**src/hw/rtl/ovle_pkg.sv**
```systemverilog
// Package for the ordered value list engine: request and result item types,
// request kind and status codes, and the controller state type. No dependencies.
`timescale 1ns / 1ps
`default_nettype none

package ovle_pkg;

  localparam logic [2:0] KIND_INS_FRONT = 3'd0;
  localparam logic [2:0] KIND_INS_BACK  = 3'd1;
  localparam logic [2:0] KIND_DELETE    = 3'd2;
  localparam logic [2:0] KIND_SEARCH    = 3'd3;
  localparam logic [2:0] KIND_CLEAR     = 3'd4;

  localparam logic [1:0] STATUS_DONE      = 2'd0;
  localparam logic [1:0] STATUS_NOT_FOUND = 2'd1;
  localparam logic [1:0] STATUS_EMPTY     = 2'd2;
  localparam logic [1:0] STATUS_FULL      = 2'd3;

  typedef struct packed {
    logic [2:0]         kind;
    logic signed [31:0] item_value;
  } req_t;

  typedef struct packed {
    logic [1:0] status;
    logic [5:0] position;
    logic [6:0] length;
  } rsp_t;

  typedef enum logic [2:0] {
    ST_IDLE,
    ST_ALLOC,
    ST_INSERT,
    ST_WALK,
    ST_FREE,
    ST_RESULT
  } state_t;

endpackage

`default_nettype wire

```
**src/hw/rtl/ordered_value_list_engine.sv**
```systemverilog
// Top level of the ordered value list engine: linked list controller with
// value and link memories. Depends on ovle_pkg.
`timescale 1ns / 1ps
`default_nettype none

// The engine keeps an ordered list of up to DEPTH signed 32-bit values as a
// linked list in two simple dual-port synchronous memories: one holds the
// values, the other holds each slot's link to the next slot.
//
// A request item is taken at a rising edge where start is high and busy is
// low. Exactly one result item follows: done is high for one cycle while the
// result port carries the status, the matched position and the new length.
// The receiver cannot stall; the result is simply presented for that cycle.
//
// Path from the accepting edge to the cycle with done high (ST_RESULT):
//   insert: ST_INSERT, after ST_ALLOC when the slot comes from the recycled free chain;
//   search: ST_WALK for each of the k entries visited (1..DEPTH);
//   delete: the walk as for search, then ST_FREE on a match;
//   clear, empty-list and full-list cases, unused kinds: ST_RESULT directly.
// The walk visits one entry per cycle, limited by the registered read of
// the link memory.
// busy drops in the cycle after done, when a new item may be started.
//
// Reset clears the length, the list pointers and the allocation counter. Slots
// are handed out fresh in order until all have been used once, and afterwards
// from a chain of freed slots, so the memories need no clearing pass.
module ordered_value_list_engine
  import ovle_pkg::*;
#(
  parameter int DEPTH = 64
) (
  input  wire logic clk,
  input  wire logic rst,
  input  wire logic start,
  input  wire req_t request,
  output logic      busy,
  output logic      done,
  output rsp_t      result
);

  localparam int AW = (DEPTH > 1) ? $clog2(DEPTH) : 1;
  localparam int CW = $clog2(DEPTH + 1);

  // List storage. Entries are always written before their read data is used.
  logic [31:0]   value_mem [DEPTH];
  logic [AW-1:0] link_mem  [DEPTH];

  logic [31:0]   value_rd;
  logic [AW-1:0] link_rd;
  logic [AW-1:0] rd_addr;

  logic          value_we;
  logic [AW-1:0] value_waddr;
  logic          link_we;
  logic [AW-1:0] link_waddr;
  logic [AW-1:0] link_wdata;

  // Control and list bookkeeping.
  state_t        state;
  state_t        state_next;
  logic [CW-1:0] count;
  logic [CW-1:0] fresh;
  logic [AW-1:0] free_head;
  logic [AW-1:0] head;
  logic [AW-1:0] tail;

  // Per-request working registers.
  logic [2:0]    kind_q;
  logic [31:0]   value_q;
  logic [AW-1:0] slot;
  logic [AW-1:0] cur;
  logic [AW-1:0] prev;
  logic [AW-1:0] idx;
  logic [1:0]    res_status;
  logic [5:0]    res_pos;

  logic accept;
  logic is_insert;
  logic is_walk;
  logic list_full;
  logic list_empty;
  logic fresh_left;
  logic match;
  logic last_entry;

  assign accept     = start && (state == ST_IDLE);
  assign is_insert  = (request.kind == KIND_INS_FRONT) || (request.kind == KIND_INS_BACK);
  assign is_walk    = (request.kind == KIND_DELETE) || (request.kind == KIND_SEARCH);
  assign list_full  = (count == CW'(DEPTH));
  assign list_empty = (count == '0);
  assign fresh_left = (fresh != CW'(DEPTH));
  assign match      = (value_rd == value_q);
  assign last_entry = ((CW'(idx) + CW'(1)) == count);

  // The read address follows the list: the head or free-chain head when a
  // request starts, then the link just read while walking.
  always_comb begin
    if (state == ST_WALK) begin
      rd_addr = link_rd;
    end else if (is_insert) begin
      rd_addr = free_head;
    end else begin
      rd_addr = head;
    end
  end

  always_ff @(posedge clk) begin
    value_rd <= value_mem[rd_addr];
    link_rd  <= link_mem[rd_addr];
    if (value_we) begin
      value_mem[value_waddr] <= value_q;
    end
    if (link_we) begin
      link_mem[link_waddr] <= link_wdata;
    end
  end

  // Memory writes: new slot on insert, unlink and free-chain push on delete.
  always_comb begin
    value_we    = 1'b0;
    value_waddr = slot;
    link_we     = 1'b0;
    link_waddr  = slot;
    link_wdata  = head;
    case (state)
      ST_INSERT: begin
        value_we = 1'b1;
        if (!list_empty) begin
          link_we = 1'b1;
          if (kind_q == KIND_INS_FRONT) begin
            link_waddr = slot;
            link_wdata = head;
          end else begin
            link_waddr = tail;
            link_wdata = slot;
          end
        end
      end
      ST_WALK: begin
        if (match && (kind_q == KIND_DELETE) && (idx != '0)) begin
          link_we    = 1'b1;
          link_waddr = prev;
          link_wdata = link_rd;
        end
      end
      ST_FREE: begin
        link_we    = 1'b1;
        link_waddr = cur;
        link_wdata = free_head;
      end
      default: begin
        link_we = 1'b0;
      end
    endcase
  end

  always_comb begin
    state_next = state;
    case (state)
      ST_IDLE: begin
        if (start) begin
          if (is_insert) begin
            if (list_full) begin
              state_next = ST_RESULT;
            end else if (fresh_left) begin
              state_next = ST_INSERT;
            end else begin
              state_next = ST_ALLOC;
            end
          end else if (is_walk) begin
            state_next = list_empty ? ST_RESULT : ST_WALK;
          end else begin
            state_next = ST_RESULT;
          end
        end
      end
      ST_ALLOC:  state_next = ST_INSERT;
      ST_INSERT: state_next = ST_RESULT;
      ST_WALK: begin
        if (match) begin
          state_next = (kind_q == KIND_DELETE) ? ST_FREE : ST_RESULT;
        end else if (last_entry) begin
          state_next = ST_RESULT;
        end
      end
      ST_FREE:   state_next = ST_RESULT;
      ST_RESULT: state_next = ST_IDLE;
      default:   state_next = ST_IDLE;
    endcase
  end

  always_comb begin
    busy            = (state != ST_IDLE);
    done            = (state == ST_RESULT);
    result.status   = res_status;
    result.position = res_pos;
    result.length   = 7'(count);
  end

  // List bookkeeping; these registers are control state and reset.
  always_ff @(posedge clk) begin
    if (rst) begin
      state     <= ST_IDLE;
      count     <= '0;
      fresh     <= '0;
      free_head <= '0;
      head      <= '0;
      tail      <= '0;
    end else begin
      state <= state_next;
      case (state)
        ST_IDLE: begin
          if (accept) begin
            if (is_insert && !list_full && fresh_left) begin
              fresh <= fresh + CW'(1);
            end else if (request.kind == KIND_CLEAR) begin
              count <= '0;
              fresh <= '0;
              head  <= '0;
              tail  <= '0;
            end
          end
        end
        ST_ALLOC: begin
          free_head <= link_rd;
        end
        ST_INSERT: begin
          count <= count + CW'(1);
          if (list_empty) begin
            head <= slot;
            tail <= slot;
          end else if (kind_q == KIND_INS_FRONT) begin
            head <= slot;
          end else begin
            tail <= slot;
          end
        end
        ST_WALK: begin
          if (match && (kind_q == KIND_DELETE)) begin
            if (idx == '0) begin
              head <= link_rd;
            end
            if (last_entry) begin
              tail <= (idx == '0) ? '0 : prev;
            end
          end
        end
        ST_FREE: begin
          free_head <= cur;
          count     <= count - CW'(1);
          if (count == CW'(1)) begin
            head <= '0;
            tail <= '0;
          end
        end
        default: begin
          count <= count;
        end
      endcase
    end
  end

  // Working registers of the request in flight.
  always_ff @(posedge clk) begin
    case (state)
      ST_IDLE: begin
        if (accept) begin
          kind_q     <= request.kind;
          value_q    <= request.item_value;
          res_pos    <= '0;
          slot       <= fresh[AW-1:0];
          cur        <= head;
          prev       <= '0;
          idx        <= '0;
          if (is_insert && list_full) begin
            res_status <= STATUS_FULL;
          end else if (is_walk && list_empty) begin
            res_status <= (request.kind == KIND_DELETE) ? STATUS_EMPTY : STATUS_NOT_FOUND;
          end else begin
            res_status <= STATUS_DONE;
          end
        end
      end
      ST_ALLOC: begin
        slot <= free_head;
      end
      ST_WALK: begin
        if (match) begin
          res_status <= STATUS_DONE;
          res_pos    <= 6'(idx);
        end else if (last_entry) begin
          res_status <= STATUS_NOT_FOUND;
        end else begin
          prev <= cur;
          cur  <= link_rd;
          idx  <= idx + AW'(1);
        end
      end
      default: begin
        res_pos <= res_pos;
      end
    endcase
  end

endmodule

`default_nettype wire
```
**config.mk**
```make
export PLATFORM = sky130hd
export DESIGN_NAME = ordered_value_list_engine
export DESIGN_NICKNAME = d
export VERILOG_FILES = /design/src/hw/rtl/ovle_pkg.sv /design/src/hw/rtl/ordered_value_list_engine.sv
export SDC_FILE = /design/constraint.sdc
export NUM_CORES = 2
export LEC_CHECK = 0
export CAP_MARGIN = 40
export CORE_AREA = 5 5 430 432
export CTS_BUF_LIST = sky130_fd_sc_hd__clkbuf_16
export DETAILED_ROUTE_END_ITERATION = 8
export DIE_AREA = 0 0 435 437
export DONT_BUFFER_PORTS = 1
export PLACE_DENSITY = 0.81
export SYNTH_ARGS = -nofsm -noshare
export SYNTH_HDL_FRONTEND = slang
export SYNTH_SLANG_ARGS = --single-unit
```
**constraint.sdc**
```tcl
create_clock -name clk -period 6.6 [get_ports clk]
set_input_delay 0.33 -clock clk [delete_from_list [all_inputs] [get_ports clk]]
set_output_delay 0.33 -clock clk [all_outputs]
set_load 0.02 [all_outputs]
```
==> results.sh <==
export IMPL_tns_ps=0
export IMPL_gp_congestion=0.9364
export IMPL_worst_pin_slew_ps=1107
export IMPL_regArea_mm2=0.07650
export IMPL_drc_errors=1
export IMPL_synth_cell_types=83
export IMPL_r2r_slack_ps=1530
export IMPL_max_stage_delay_ps=780
export IMPL_dieArea_mm2=0.1901
export IMPL_crit_path_end_kind="flop"
export IMPL_critPathKind="reg2reg"
export IMPL_synthArstFlopShare_pct=0
export IMPL_initial_core_util_pct=56.72
export IMPL_timing_hold_ws_ps=87.92
export IMPL_cp_cell_sequence="xnor2_1, nand4_1, nor4_2, buf_4, a31oi_4, a311o_1, or3b_1, nor3_1"
export IMPL_ys_warnings_count=0
export IMPL_drt_wirelength_per_cell_um=30.89
export IMPL_cts_root_buf="clkbuf_16"
export IMPL_detail_route_antenna_nets=0
export IMPL_areaGrowthSynthToFinish_pct=12.17
export IMPL_critPathLaunchType="flop"
export IMPL_violations="DRC"
export IMPL_grt_overflow=0
export IMPL_p_per_area_mw_per_mm2=400.8
export IMPL_multiInputGateArea_mm2=0.02406
export IMPL_drt_initial_drc_count=12350
export IMPL_setup_violations=0
export IMPL_cp_data_required_time_ps=7100
export IMPL_ctsLongestPathBuffers=3
export IMPL_die_w_um=435
export IMPL_nets=7262
export IMPL_postCtsSetupRepairBufs=0
export IMPL_layout_min_cycle_time_ps=5072
export IMPL_max_cap_violations=0
export IMPL_cts_resized=0
export IMPL_synth_cells=7124
export IMPL_synth_edf_count=2499
export IMPL_hold_viol=0
export IMPL_antenna_found_initial=23
export IMPL_clk_latency_ps=890
export IMPL_avgSynthCellArea_um2=14.34
export IMPL_cts_htree_levels=4
export IMPL_fin_skew_ps=42.56
export IMPL_syn_area_mm2=0.1022
export IMPL_nFillCells=11760
export IMPL_leakage_uw=0.03898
export IMPL_first_pass_iters=9
export IMPL_grt_pass1_wl_mm=435.5
export IMPL_slew_viol_final=0
export IMPL_die_height_um=437
export IMPL_max_freq_ghz=0.1972
export IMPL_tritoncts="done"
export IMPL_final_util_pct=63.62
export IMPL_ir_drop_uv=387.3
export IMPL_finalInstanceArea_mm2=0.1146
export IMPL_grt_max_degree=183
export IMPL_drive_gt1_share_pct=11.24
export IMPL_yosysSeqAreaShare_pct=74.87
export IMPL_rsz0062_at_grt="no"
export IMPL_port_buffer_count=0
export IMPL_preCtsSetupSlack_ps=1679
export IMPL_status="complete, but fails checks"
export IMPL_arrival_ps=5580
export IMPL_first_global_vias=64960
export IMPL_coreArea_mm2=0.1802
export IMPL_placed_area_mm2=0.1063
export IMPL_routed_wl_mm=302.9
export IMPL_hpwl_mm=171.9
export IMPL_syn_nets=7170
export IMPL_period_share_pct=76.85
export IMPL_track_usage_pct=30.96
export IMPL_num_rows=156
export IMPL_critPathSlowestCell="nor3_1"
export IMPL_io_pins=55
export IMPL_cts_buffers=232
export IMPL_cts_hold_buf=42
export IMPL_hp_class="in2reg"
export IMPL_setup_ws_ps=1528
export IMPL_vias=67280
export IMPL_synth_flop_cell="edfxtp_1"
export IMPL_vias_per_cell=6.862
export IMPL_maxSlewHeadroom_pct=26.20
export IMPL_cp_max_fo=12
export IMPL_clk_pin_slew_ps=60
export IMPL_ys_ff_latch=2572
export IMPL_cts_num_sinks=2572
==> state kept, by name (all words and copies together) (netlist names) <==
name	count
value_mem	2048
link_mem	384
value_q	32
value_rd	32
count	7
fresh	7
cur	6
free_head	6
head	6
idx	6
link_rd	6
prev	6
res_pos	6
slot	6
tail	6
kind_q	3
state	3
res_status	2
==> worst max-delay path: cells and delay by family (launching register included) <==
kind	cells	cell delay, ps
XOR/XNOR	1	720
AO/OA/AOI/OAI	2	670
flip-flops	1	500
AND/OR/NAND/NOR	4	2510
buffers and inverters	1	310
==> final cells by class <==
type | instances | area share [%]
antenna | 8 | 0.01747
clock buffer | 236 | 5.153
clock inverter | 208 | 1.666
inverter | 19 | 0.06222
multi-input combinational | 4069 | 20.99
sequential | 2572 | 66.75
tap | 2370 | 2.587
timing repair buffer | 322 | 2.774
==> per-layer routing <==
layer  GRT usage (%)  share of wire, %
met1           39.73                32
met2           47.98                46
met3           8.739                15
met4           17.53               7.0
met5               0             0.026
==> power breakdown <==
part / internal, uW / total, uW / switching [uW] / leakage (uW)
clock: 7750 / 13800 / 6040 / 0.00397
sequential: 19400 / 20000 / 575 / 0.0232
combinational: 3440 / 12200 / 8750 / 0.0118
==> synthesized netlist by cell type (all sizes together) (10+ instances only) <==
cell type | n | share of area, %
and3 | 12 | 0.073
dfxtp | 73 | 1.4
mux2 | 10 | 0.11
o221ai | 111 | 0.95
or2 | 13 | 0.080
nor4 | 57 | 0.38
inv | 19 | 0.070
mux4 | 68 | 1.5
a21oi | 244 | 1.2
nor3b | 10 | 0.078
mux2i | 371 | 3.6
or3 | 10 | 0.061
a311oi | 10 | 0.098
nor2 | 164 | 0.60
nand3 | 750 | 3.7
a31oi | 140 | 0.89
or4 | 42 | 0.31
nand4 | 43 | 0.26
o21ai | 64 | 0.31
a221oi | 10 | 0.092
edfxtp | 2499 | 73
nand2 | 1542 | 5.7
o31ai | 37 | 0.29
xnor2 | 38 | 0.33
o22ai | 24 | 0.15
clkbuf | 190 | 0.70
a22oi | 11 | 0.081
a32oi | 42 | 0.36
and2 | 20 | 0.12
nor3 | 91 | 0.45
buf | 274 | 1.4
==> stage by stage <==
stage,std cells,total power (uW)
CTS,9793,45450
detailed placement,9307,31840
finish,9804,45940
global route,9797,47060
floorplan,7124,27430
global placement,9257,31400
==> worst paths after layout <==
path | end | cells after the start | start
worst max-delay path | link_mem[23][2]$_DFFE_PP_ | 8 | value_q[21]$_DFFE_PP_
worst min register to register | tail[0]$_SDFFE_PP0P_ | 2 | tail[0]$_SDFFE_PP0P_
worst max register to register | link_mem[23][2]$_DFFE_PP_ | 8 | value_q[21]$_DFFE_PP_
worst min-delay path | value_q[16]$_DFFE_PP_ | 1 | request[16]
==> logic make-up after synthesis <==
logic type                 count (synthesis)  share of synthesized area, %
muxes                                    449                         5.243
AOI/OAI and AO/OA                        764                         5.023
DFF                                     2572                         74.87
and+or+nand+nor                         2800                         12.13
adders and majority gates                  8                       0.09796
xor gates and xnor gates                  48                        0.4249
buffers and inverters                    483                         2.215
==> placed cells by master, fill, tap and decap left out, types with 9 or more instances in the layout <==
cell type      synthesis  layout
edfxtp_1            2499    2499
inv_1                 19      57
dfxtp_1               73      73
mux2_2                10      10
buf_4                 23     202
clkinv_1               0      64
a21oi_1              243     243
dlygate4sd3_1          0      41
and3_1                12      12
nor2_4                 0      69
xor2_1                 9       9
mux4_2                68      68
or2_2                 13      13
or3_1                 10      10
xnor2_1               38      38
nor3_1                91      91
nor2_1               164      94
nand3_1              750     750
o221ai_1             111     111
clkbuf_16              0     236
o21ai_0               62      62
bufinv_16              0      32
nor2b_1                9       9
buf_2                189      21
o22ai_1               24      24
a32oi_1               42      42
a22oi_1               11      11
buf_12                 0      41
a31oi_1              136     135
or4_1                 42      42
mux2i_1              371     371
o31ai_1               36      35
a221oi_1               9       9
nand4_1               43      43
nor4_1                53      50
and2_1                19      19
a211oi_1               9       9
nand2_1             1539    1534
clkinv_2               0      51
No activity file was read; power rests on OpenSTA's default activity.
